--- config.mk ---
export PLATFORM = sky130hd
export DESIGN_NAME = mspb_ctrl
export DESIGN_NICKNAME = d
export VERILOG_FILES = /design/src/hdl/mspb_pkg.sv /design/src/hdl/mspb_ctrl.sv
export SDC_FILE = /design/constraint.sdc
export NUM_CORES = 1
export LEC_CHECK = 0
export BUFFER_PORTS_ARGS = -buffer_cell sky130_fd_sc_hd__buf_4
export CORE_AREA = 10 10 47 49
export CTS_CLUSTER_DIAMETER = 200
export DETAILED_ROUTE_END_ITERATION = 10
export DIE_AREA = 0 0 57 59
export PLACE_DENSITY = 0.49
export SLEW_MARGIN = 20
export SYNTH_ARGS = -nofsm -noshare
export SYNTH_HDL_FRONTEND = slang
export SYNTH_SLANG_ARGS = --single-unit
--- constraint.sdc ---
create_clock -name clk -period 2.6 [get_ports clk]
set_input_delay 0.52 -clock clk [delete_from_list [all_inputs] [get_ports clk]]
set_output_delay 0.52 -clock clk [all_outputs]
set_load 0.01 [all_outputs]
--- src/hdl/mspb_pkg.sv ---
// Package for the masked sprite blit page buffer.
// Item codes, draw modes, control structs and the pixel combine function.
// Depends on nothing.
`timescale 1ns / 1ps

package mspb_pkg;

  localparam int SCREEN_COLUMNS_DEF = 128;
  localparam int SCREEN_ROWS_DEF    = 64;
  localparam int PIX_PER_PAGE       = 8;
  localparam int HOST_ADDR_W        = 10;
  localparam logic [7:0] BYTE_ONES  = 8'hFF;

  typedef enum logic [1:0] {
    FUNC_BEGIN,
    FUNC_SPRITE,
    FUNC_READ,
    FUNC_WRITE
  } mspb_func_t;

  typedef enum logic [1:0] {
    MODE_OVER,
    MODE_OR,
    MODE_ERASE,
    MODE_MASK
  } mspb_mode_t;

  typedef struct packed {
    logic begin_load;
    logic byte_load;
    logic rd_host;
    logic wr_host;
    logic rd_lo;
    logic wr_lo;
    logic rd_hi;
    logic wr_hi;
    logic clr_wr;
    logic out_load;
  } mspb_cmd_t;

  typedef struct packed {
    logic active;
    logic lo_ok;
    logic hi_ok;
    logic clr_last;
  } mspb_stat_t;

  function automatic logic [7:0] mspb_apply(mspb_mode_t mode, logic [7:0] d,
                                            logic [7:0] img, logic [7:0] msk);
    logic [7:0] res;
    case (mode)
      MODE_OVER:  res = (d & ~msk) | img;
      MODE_OR:    res = d | img;
      MODE_ERASE: res = d & ~img;
      MODE_MASK:  res = (d & ~msk) | img;
      default:    res = d;
    endcase
    return res;
  endfunction

endpackage

--- src/hdl/mspb_ctrl.sv ---
// Controller state machine: sequences clear pass, host access and the
// read-modify-write of sprite bytes. Depends on mspb_pkg.
`timescale 1ns / 1ps

module mspb_ctrl import mspb_pkg::*; (
  input  logic       clk,
  input  logic       rst_n,
  input  logic       in_valid,
  input  mspb_func_t in_func,
  output logic       in_ready,
  output logic       out_valid,
  input  logic       out_ready,
  input  mspb_stat_t stat,
  output mspb_cmd_t  cmd
);

  typedef enum logic [2:0] {
    S_CLEAR,
    S_IDLE,
    S_HOST_RD,
    S_RD_LO,
    S_WR_LO,
    S_WR_HI
  } state_t;

  state_t state_r, state_nxt;
  logic   out_valid_r, out_valid_nxt;
  logic   acc;
  logic   slot_free;

  assign in_ready  = (state_r == S_IDLE);
  assign out_valid = out_valid_r;
  assign acc       = in_valid && in_ready;
  assign slot_free = !out_valid_r || out_ready;

  always_comb begin
    cmd           = '0;
    state_nxt     = state_r;
    out_valid_nxt = out_valid_r && !out_ready;
    case (state_r)
      S_CLEAR: begin
        cmd.clr_wr = 1'b1;
        if (stat.clr_last) begin
          state_nxt = S_IDLE;
        end
      end
      S_IDLE: begin
        if (acc) begin
          case (in_func)
            FUNC_BEGIN: cmd.begin_load = 1'b1;
            FUNC_SPRITE: begin
              if (stat.active) begin
                cmd.byte_load = 1'b1;
                state_nxt     = S_RD_LO;
              end
            end
            FUNC_READ: begin
              cmd.rd_host = 1'b1;
              state_nxt   = S_HOST_RD;
            end
            FUNC_WRITE: cmd.wr_host = 1'b1;
            default: state_nxt = S_IDLE;
          endcase
        end
      end
      S_HOST_RD: begin
        if (slot_free) begin
          cmd.out_load  = 1'b1;
          out_valid_nxt = 1'b1;
          state_nxt     = S_IDLE;
        end
      end
      S_RD_LO: begin
        cmd.rd_lo = 1'b1;
        state_nxt = S_WR_LO;
      end
      S_WR_LO: begin
        cmd.wr_lo = stat.lo_ok;
        cmd.rd_hi = stat.hi_ok;
        state_nxt = stat.hi_ok ? S_WR_HI : S_IDLE;
      end
      S_WR_HI: begin
        cmd.wr_hi = 1'b1;
        state_nxt = S_IDLE;
      end
      default: state_nxt = S_IDLE;
    endcase
  end

  always_ff @(posedge clk) begin
    if (!rst_n) begin
      state_r     <= S_CLEAR;
      out_valid_r <= 1'b0;
    end else begin
      state_r     <= state_nxt;
      out_valid_r <= out_valid_nxt;
    end
  end

endmodule

## After elaboration in Yosys (flattened, before gate mapping)

Index checks and enable logic that the tools add are counted.

| operators by class | value |
|---|---|
| add/subtract/negate cells | 0 |
| multipliers | 0 |
| divide/modulo/power cells | 0 |
| order comparisons | 0 |
| equal/unequal tests | 13 |
| shifts and indexed selects | 0 |
| mux-type cells | 22 |
| bitwise logic cells | 0 |
| reduce and logical (&&, ||, !) cells | 8 |

Operators with widths:

| kind | count |
|---|---|
| 2-to-1 mux 3 bit | 5 |
| one-hot mux 3 bit (5 select lines) | 1 |
| 2-to-1 mux 1 bit | 12 |
| 2-to-1 mux 4 bit | 2 |
| equality test 3 x 2 -> 1 bit (second input constant) | 2 |
| equality test 3 bit (second input constant) | 2 |
| one-hot mux 3 bit (2 select lines) | 1 |
| AND reduction 5 bit | 1 |
| equality test 2 bit (second input constant) | 2 |
| inequality test 2 bit (second input constant) | 2 |
| equality test 3 x 1 -> 1 bit (second input constant) | 1 |
| zero test 3 bit | 1 |
| inequality test 3 x 1 -> 1 bit (second input constant) | 1 |
| inequality test 3 bit (second input constant) | 1 |
| equality test 2 x 1 -> 1 bit (second input constant) | 1 |
| logical AND 1 bit | 2 |
| zero test 1 bit | 2 |
| zero test 2 bit | 1 |
| 2-to-1 mux 2 bit | 1 |
| inequality test 2 x 1 -> 1 bit (second input constant) | 1 |
| logical OR 1 bit | 1 |

| storage, ports and cells | value |
|---|---|
| bits in registers | 4 |
| latch bits | 0 |
| memory bits (writable) | 0 |
| bits in read-only memories | 0 |
| input bits | 10 |
| output and inout port bits | 12 |
| logic and storage cells | 45 |
| memories | 0 |

## Longest topological paths before layout

Gate-level depths: netlist of run 1.

| depth | value |
|---|---|
| word-level depth | 4 |
| depth in mapped cells | 4 |
| gate-level depth less buffers | 3 |

## Worst setup path before layout of run 1

Ideal clock, no wire load.

| path | value |
|---|---|
| path kind | register -> output |
| start | register state_r[1] |
| end | output port cmd[9] (netlist name) |
| data arrival time | 1.090 ns |
| data required time | 2.080 ns |
| slack | 0.990 ns |
| stages on the path, launching flop included | 5 |
| path buffers | 1 |
| cell sequence | dfxtp_1 > buf_2 > nor3b_2 > nand2_1 > nor3_1 |

RTL lines:

| what | line | RTL |
|---|---|---|
| start: declaration | mspb_ctrl.sv:26 | `state_t state_r, state_nxt;` |
| start signal: assignment | mspb_ctrl.sv:95 | `state_r <= state_nxt;` |
| end: declaration | mspb_ctrl.sv:14 | `output mspb_cmd_t cmd` |

==> results of run 1 <==
## metrics by stage
step / utilization [%] / area [sq um] / cells
after global routing: 35.45 / 496.7 / 74
after CTS: 35.45 / 496.7 / 74
after floorplan: - / 301.5 / 35
final: 35.45 / 496.7 / 74
after detailed placement: 33.84 / 474.2 / 71
after global placement: 33.84 / 474.2 / 71
## cells in the final DEF (no fill, tap or decap)
cell type,synthesis,routed
a21oi_1,2,2
and2_1,1,1
and3_1,1,1
and3_2,1,1
and3b_2,2,2
and4bb_2,3,3
buf_4,0,21
clkbuf_4,0,3
dfxtp_1,4,4
mux2i_1,1,1
nand2_1,4,4
nor2_1,3,3
nor2b_1,3,3
nor2b_2,1,1
nor3_1,2,2
nor3b_2,2,2
o21a_1,1,1
o21ai_0,1,1
o22ai_1,1,1
o311a_2,1,1
## cell usage after synthesis
| cell | n |
|---|---|
| buf_2 | 1 |
| nand2_1 | 4 |
| and3_1 | 1 |
| nor2b_2 | 1 |
| mux2i_1 | 1 |
| and3b_2 | 2 |
| a21oi_1 | 2 |
| nor2b_1 | 3 |
| and4bb_2 | 3 |
| and3_2 | 1 |
| o21a_1 | 1 |
| dfxtp_1 | 4 |
| and2_1 | 1 |
| o311a_2 | 1 |
| nor2_1 | 3 |
| o22ai_1 | 1 |
| nor3b_2 | 2 |
| o21ai_0 | 1 |
| nor3_1 | 2 |
## sequential cells by signal, summed over array words and instances (netlist names)
signal	cells
out_valid	1
state_r	3
## critical path, cell delays in order, from the launching register on
cell and delay, ps:
dfxtp_1 510, and4bb_2 300, and3_2 190, buf_4 140
## cell families (layout without fill, tap and decap cells)
kind of cell	count (synthesis)	count (layout)	share of synthesized area, %
compound gates	6	6	13.28
flops	4	4	26.56
buf+inv	1	24	1.658
simple gates	23	23	55.19
mux	1	1	3.320
## area by class of cell
type                            count  area (sq um)  share of cell area (%)
Clock buffer                        3         22.52                   4.534
Timing Repair Buffer               21         157.7                   31.74
Tap cell                           16         20.02                   4.030
Sequential cell                     4         80.08                   16.12
Multi-Input combinational cell     30         216.5                   43.58
## metal layers
metal	routed length [um]	track usage, %	up-vias
met1	442	6.683	146
met3	168	6.867	0
li1	-	-	176
met4	0	1.007	0
met2	348	7.907	19
met5	0	0	-
## how the worst min path moves through the flow
stage	start	cells past startpoint	slack, ps	to
finish	rst_n	2	540	state_r[2]$_SDFFE_PN0P_
detailed placement	out_valid$_SDFF_PN0_	3	630	state_r[1]$_SDFFE_PN0P_
global route	rst_n	2	540	state_r[2]$_SDFFE_PN0P_
floorplan	state_r[0]$_SDFFE_PN0P_	1	590	state_r[0]$_SDFFE_PN0P_
CTS	rst_n	2	530	state_r[2]$_SDFFE_PN0P_
global placement	out_valid$_SDFF_PN0_	3	640	state_r[1]$_SDFFE_PN0P_
## power by group
part / switching, mW / internal [mW] / total, mW
Combinational: 0.0155 / 0.0240 / 0.0395
Sequential: 0.00370 / 0.0637 / 0.0674
Clock: 0.0250 / 0.0516 / 0.0767
Total: 0.0442 / 0.139 / 0.183
==> results by group, run 1 <==
Global routing
  – Vias in the first global route: 345
  – Pin count of the biggest net entering global routing: 13
  – Antenna violations before repair: 0
  – GRT Total Usage: between 6 and 7%
  – Congestion Overflow GR: 0
  – First-pass GRT wire length: about 1.6 mm

Yosys
  – Yosys reg bits: 4
  – Synth Area per Inst: ~8.6 sq um
  – Cell taking the most area after synthesis: dfxtp_1
  – Sequential area share after synthesis: a little over a quarter
  – Netlist cell types: 19
  – Synthesized area: ~300 sq um
  – Post-Synthesis Cells: 35
  – Yosys top cell area share: between 20% and 30%
  – Nets in the synthesized netlist: between 40 and 50
  – Ys Warns: 0
  – Top cells by area, synth: dfxtp_1, and4bb_2, nor3b_2

Die
  – Core Area: 1401 sq um
  – I/O pin total: 22
  – Die X: ~57 um
  – Height of the die: around 60 um
  – Cell Rows: 14
  – Initial Util: 21.52%
  – Die area: around 3400 sq um

Placement
  – GPL Wtd Cong: about 0.7
  – Post-DP HPWL: roughly 750 um
  – DP Worst Slack: ~880 ps
  – Port bufs: 21

CTS
  – Clk sink count: 4
  – Root buf cell: clkbuf_4
  – PostCTS Resize Cnt: 0
  – Cts hold-fix bufs: 0
  – CTS tree: yes
  – Clk pin slew, worst setup/hold paths: 40 ps
  – CTS buffer count: 3
  – Htree depth: 1
  – Clk Latency, worst-skew pair: approximately 230 ps
  – Postcts setup bufs: 0
  – Clock Tree Buf Depth: 2

Outcome
  – Status: completed

Timing
  – Worst Tran Pin Value: 343.4 ps
  – Final setup vio count: 0
  – Setup TNS: 0 ps
  – Final Hold Fails: 0
  – Final worst-path cycle share: approximately 73%
  – Final worst path period need: between 1500 and 2000 ps
  – Relative slew slack: around 77%
  – Fmax: between 0.5 and 0.6 GHz
  – Worst Clk Skew: approximately 3.6 ps
  – Unrepaired setup endpoints after global routing: no
  – Max Transition Viols Final: 0
  – Worst setup margin: 697.8 ps
  – Worst hold slack: 537.3 ps

Setup path
  – Worst Setup EP: cmd[8]
  – Critical R2R Capture: state_r[0]$_SDFFE_PN0P_
  – Flop2flop setup slack: 1480 ps
  – Worst setup SP type: flip-flop
  – R2R depth: 3
  – Critical path origin: state_r[1]$_SDFFE_PN0P_
  – Critical Path End Type: output port
  – WP data required: approximately 2100 ps
  – Worst r2r src: out_valid$_SDFF_PN0_
  – Critical path fanouts, max: 12
  – CP Data Arrival Time: ~1400 ps
  – Critical setup path kind: flip-flop to output port

Routing
  – Vias: around 340
  – DRT iter0 DRCs: 0
  – Final WL: about 960 um
  – Vias/cell: 4.608
  – 1st-pass router iterations: 1
  – Wire per inst: ~13 um
  – Antenna Nets Post-Route: 0
  – Drc violations: 0

Final layout
  – Ant. Diodes: 0
  – Final net count: 70
  – Fillers: 158
  – Area growth from synthesis to layout: 64.73%
  – Layout cell share with drive strength beyond 1: around 60%

Power and ir drop
  – Cell Pwr Density: approximately 370 nW/um^2
  – VDD IR max: between 300 and 400 uV
  – Power Total: ~0.18 mW
  – P_leak: 0.2397 nW

Hold path
  – Worst hold path class: input port to flip-flop

Flow run
  – Max Cap Viol: 0
(Power assumes the default switching activity.)
==> run 2, diff against run 1 <==
clock period = 1.9 ns   (was 2.6 ns; I/O delays follow)
==> results by group, run 2 (synthesized netlist as in run 1, its figures left out) <==
Die
  – Initial Util: between 20% and 30%
  – Die X: ~57 um
  – Die area: approximately 3400 sq um
  – I/O pin total: 22
  – Height of the die: between 50 and 60 um
  – Core Area: between 1000 and 1500 sq um
  – Cell Rows: 14

Final layout
  – Final net count: 70
  – Ant. Diodes: 0
  – Commonest non-fill, non-tap cell in the layout: buf_4
  – Most flop-heavy register: state_r
  – Max FFs per register: 3
  – Most frequent cells in the layout: buf_4, nand2_1, dfxtp_1
  – Area growth from synthesis to layout: 64.73%
  – Fillers: between 150 and 200
  – Layout cell share with drive strength beyond 1: between 50 and 60%
  – Post-layout util: 35.45%

CTS
  – Clk Latency, worst-skew pair: ~230 ps
  – Root buf cell: clkbuf_4
  – CTS tree: yes
  – Clk pin slew, worst setup/hold paths: around 40 ps
  – PostCTS Resize Cnt: 0
  – Postcts setup bufs: 0
  – CTS buffer count: 3
  – Clock Tree Buf Depth: 2
  – Htree depth: 1
  – Clk sink count: 4
  – Cts hold-fix bufs: 0

Timing
  – Max Transition Viols Final: 0
  – Setup TNS: 0 ps
  – Final worst-path cycle share: between 90% and 100%
  – Relative slew slack: approximately 77%
  – Fmax: 0.5713 GHz
  – Worst Clk Skew: ~2.1 ps
  – Final worst path period need: 1751 ps
  – Final setup vio count: 0
  – Unrepaired setup endpoints after global routing: no
  – Worst Tran Pin Value: 340.6 ps
  – Final Hold Fails: 0

Setup path
  – Worst setup SP type: flip-flop
  – Flop2flop setup slack: just under 800 ps
  – Critical Path End Type: output port
  – Critical setup path kind: flip-flop to output port
  – Critical path fanouts, max: 12
  – CP Data Arrival Time: between 1000 and 1500 ps
  – WP data required: around 1500 ps

Global routing
  – Vias in the first global route: 370
  – First-pass GRT wire length: approximately 1.7 mm
  – Pin count of the biggest net entering global routing: 13
  – GRT Total Usage: 6.104%
  – Antenna violations before repair: 0
  – Congestion Overflow GR: 0

Power and ir drop
  – Gate power share: between 20% and 30%
  – VDD IR max: 342.2 uV
  – Switching Fraction: 23.64%
  – Sequential group share of total power: 36.9%
  – Clk pwr share: between 40% and 50%
  – P_leak: approximately 0.24 nW
  – Power Internal: between 0.15 and 0.2 mW
  – Psw: between 0.05 and 0.06 mW
  – Cell Pwr Density: 502.3 nW/um^2

Routing
  – Vias: 344
  – Antenna Nets Post-Route: 0
  – Vias/cell: about 4.6
  – Drc violations: 0
  – DRT iter0 DRCs: 6
  – Final WL: about 960 um
  – Wire per inst: about 13 um
  – 1st-pass router iterations: 4

Placement
  – Post-DP HPWL: roughly 800 um
  – Port bufs: 21
  – GPL Wtd Cong: approximately 0.70

Hold path
  – Worst hold path class: input port to flip-flop

Flow run
  – Max Cap Viol: 0

Outcome
  – Status: completed
-- run 2: cell type report --
class / instances / area, sq um / area share (%)
multi-input cells: 30 / 216.5 / 43.58
repair buffers: 21 / 157.7 / 31.74
flip-flops and latches: 4 / 80.08 / 16.12
clock buffers: 3 / 22.52 / 4.534
well taps: 16 / 20.02 / 4.030
-- run 2: per-stage QoR --
stage          worst slack [ps]  instances  instance area [sq um]  hold slack, ps  power (mW)
6_report                  149.5         74                  496.7           388.9      0.2495
5_1_grt                   54.69         74                  496.7           424.3      0.2658
4_1_cts                   130.9         74                  496.7           385.1      0.2557
3_5_place_dp              380.6         71                  474.2           626.4      0.1485
3_3_place_gp              398.7         71                  474.2           633.8      0.1478
2_1_floorplan             430.0         35                  301.5           497.6      0.1159
-- run 2: worst paths after layout --
check | from | to | depth (start not counted)
setup / recovery | state_r[1]$_SDFFE_PN0P_ | cmd[8] | 3
hold / removal | rst_n | state_r[2]$_SDFFE_PN0P_ | 2
setup reg to reg | out_valid$_SDFF_PN0_ | state_r[0]$_SDFFE_PN0P_ | 3
hold reg to reg | out_valid$_SDFF_PN0_ | state_r[1]$_SDFFE_PN0P_ | 3
-- run 2: critical path: stages (launching register included) --
cell	delay (ps)
dfxtp_1	510
and4bb_2	300
and3_2	190
buf_4	140
-- run 2: metal layers --
metal	wire, um	part of all wire (%)	up-vias	track usage (%)
met4	0	0	0	1.007
met2	385	40	19	8.682
li1	-	-	177	-
met1	440	46	148	6.802
met5	0	0	-	0
met3	132	14	0	5.365
-- run 2: power by group through the flow --
stage	registers (mW)	clock network (mW)	logic, mW
after floorplan	0.0913	0	0.0246
after global placement	0.0936	0	0.0541
after detailed placement	0.0937	0	0.0548
after CTS	0.0923	0.108	0.0553
after global routing	0.0930	0.112	0.0603
final	0.0922	0.103	0.0539
==> run 3, diff against run 2 <==
GPL_TIMING_DRIVEN = 0   (was default)
PLACE_DENSITY = 0.62   (was 0.49)
==> results by group, run 3 (synthesized netlist as in run 1, its figures left out) <==
Setup path
  – Worst setup SP type: flip-flop
  – R2R depth: 3
  – Flop2flop setup slack: 770 ps
  – CP Data Arrival Time: 1330 ps
  – WP data required: ~1500 ps
  – Critical path fanouts, max: 10
  – Critical Path End Type: output port
  – Critical setup path kind: flip-flop to output port

Final layout
  – Most frequent cells in the layout: buf_4, nand2_1, dfxtp_1
  – Fillers: roughly 170
  – Ant. Diodes: 0
  – Commonest non-fill, non-tap cell in the layout: buf_4
  – Layout cell share with drive strength beyond 1: 59.32%
  – Final net count: 71
  – Area growth from synthesis to layout: 66.39%
  – Post-layout util: 35.80%
  – Most flop-heavy register: state_r
  – Max FFs per register: 3

Power and ir drop
  – Power Total: ~0.25 mW
  – Cell Pwr Density: about 500 nW/um^2
  – VDD IR max: between 200 and 250 uV
  – P_leak: 0.2453 nW

CTS
  – Clock Tree Buf Depth: 2
  – Clk pin slew, worst setup/hold paths: 40 ps
  – Clk Latency, worst-skew pair: approximately 230 ps
  – CTS tree: yes
  – Htree depth: 1
  – Root buf cell: clkbuf_4
  – Cts hold-fix bufs: 0
  – Postcts setup bufs: 0
  – PostCTS Resize Cnt: 0
  – Clk sink count: 4
  – CTS buffer count: 3

Global routing
  – First-pass GRT wire length: around 1.5 mm
  – GRT Total Usage: between 5 and 6%
  – Antenna violations before repair: 0
  – Pin count of the biggest net entering global routing: 11
  – Congestion Overflow GR: 0
  – Vias in the first global route: ~370

Timing
  – Final Hold Fails: 0
  – Unrepaired setup endpoints after global routing: no
  – Relative slew slack: around four fifths
  – Setup TNS: 0 ps
  – Worst Clk Skew: around 1.5 ps
  – Fmax: approximately 0.6 GHz
  – Worst hold slack: between 300 and 400 ps
  – Final worst path period need: 1715 ps
  – Final setup vio count: 0
  – Max Transition Viols Final: 0
  – Worst Tran Pin Value: 300.5 ps
  – Final worst-path cycle share: approximately 90%

Routing
  – Antenna Nets Post-Route: 0
  – 1st-pass router iterations: 4
  – Drc violations: 0
  – Vias: between 300 and 400
  – Vias/cell: around 4.4
  – Wire per inst: about 12 um
  – Final WL: 922 um
  – DRT iter0 DRCs: 4

Die
  – Core Area: between 1000 and 1500 sq um
  – Die area: between 3000 and 4000 sq um
  – Height of the die: between 50 and 60 um
  – Die X: 57 um
  – I/O pin total: 22
  – Initial Util: around 22%
  – Cell Rows: 14

Placement
  – GPL Wtd Cong: 0.7429
  – Port bufs: 21
  – Post-DP HPWL: about 750 um

Flow run
  – Max Cap Viol: 0

Hold path
  – Hold Path Stages: 2
  – Worst hold path class: input port to flip-flop

Outcome
  – Status: completed
## run 3: critical path: stages (launching register included)
cell and delay, ps:
dfxtp_1 310, buf_2 170, nor3b_2 210, nand2_1 110
nor3b_2 170, buf_4 140
## run 3: report_power, final
part	switching (mW)	internal [mW]	leakage, nW
logic	0.0218	0.0331	0.199
clock network	0.0352	0.0707	0.0138
registers	0.00393	0.0871	0.0326
total	0.0610	0.191	0.245
## run 3: final timing paths
kind / from / endpoint
hold reg to reg: out_valid$_SDFF_PN0_ / state_r[1]$_SDFFE_PN0P_
hold / removal: rst_n / state_r[2]$_SDFFE_PN0P_
setup reg to reg: out_valid$_SDFF_PN0_ / state_r[0]$_SDFFE_PN0P_
setup / recovery: state_r[1]$_SDFFE_PN0P_ / cmd[7]
## run 3: area by class of cell
class	instances	area, sq um	share of cell area (%)
Sequential cell	4	80.08	15.96
Buffer	1	5.005	0.9975
Timing Repair Buffer	21	157.7	31.42
Multi-Input combinational cell	30	216.5	43.14
Tap cell	16	20.02	3.990
Clock buffer	3	22.52	4.489
## run 3: metrics by stage
step / cell area [sq um] / std cells / setup slack (ps)
after floorplan: 301.5 / 35 / 430.0
after global placement: 479.2 / 72 / 443.4
after detailed placement: 479.2 / 72 / 408.6
after CTS: 501.7 / 75 / 157.1
after global routing: 501.7 / 75 / 49.79
final: 501.7 / 75 / 185.4
## run 3: metal layers
metal,up-vias,routed length (um),track usage [%],share of wire (%)
li1,176,-,-,-
met1,142,421,5.967,46
met4,0,0,3.020,0
met2,13,393,8.217,43
met5,-,0,0,0
met3,0,107,3.433,12
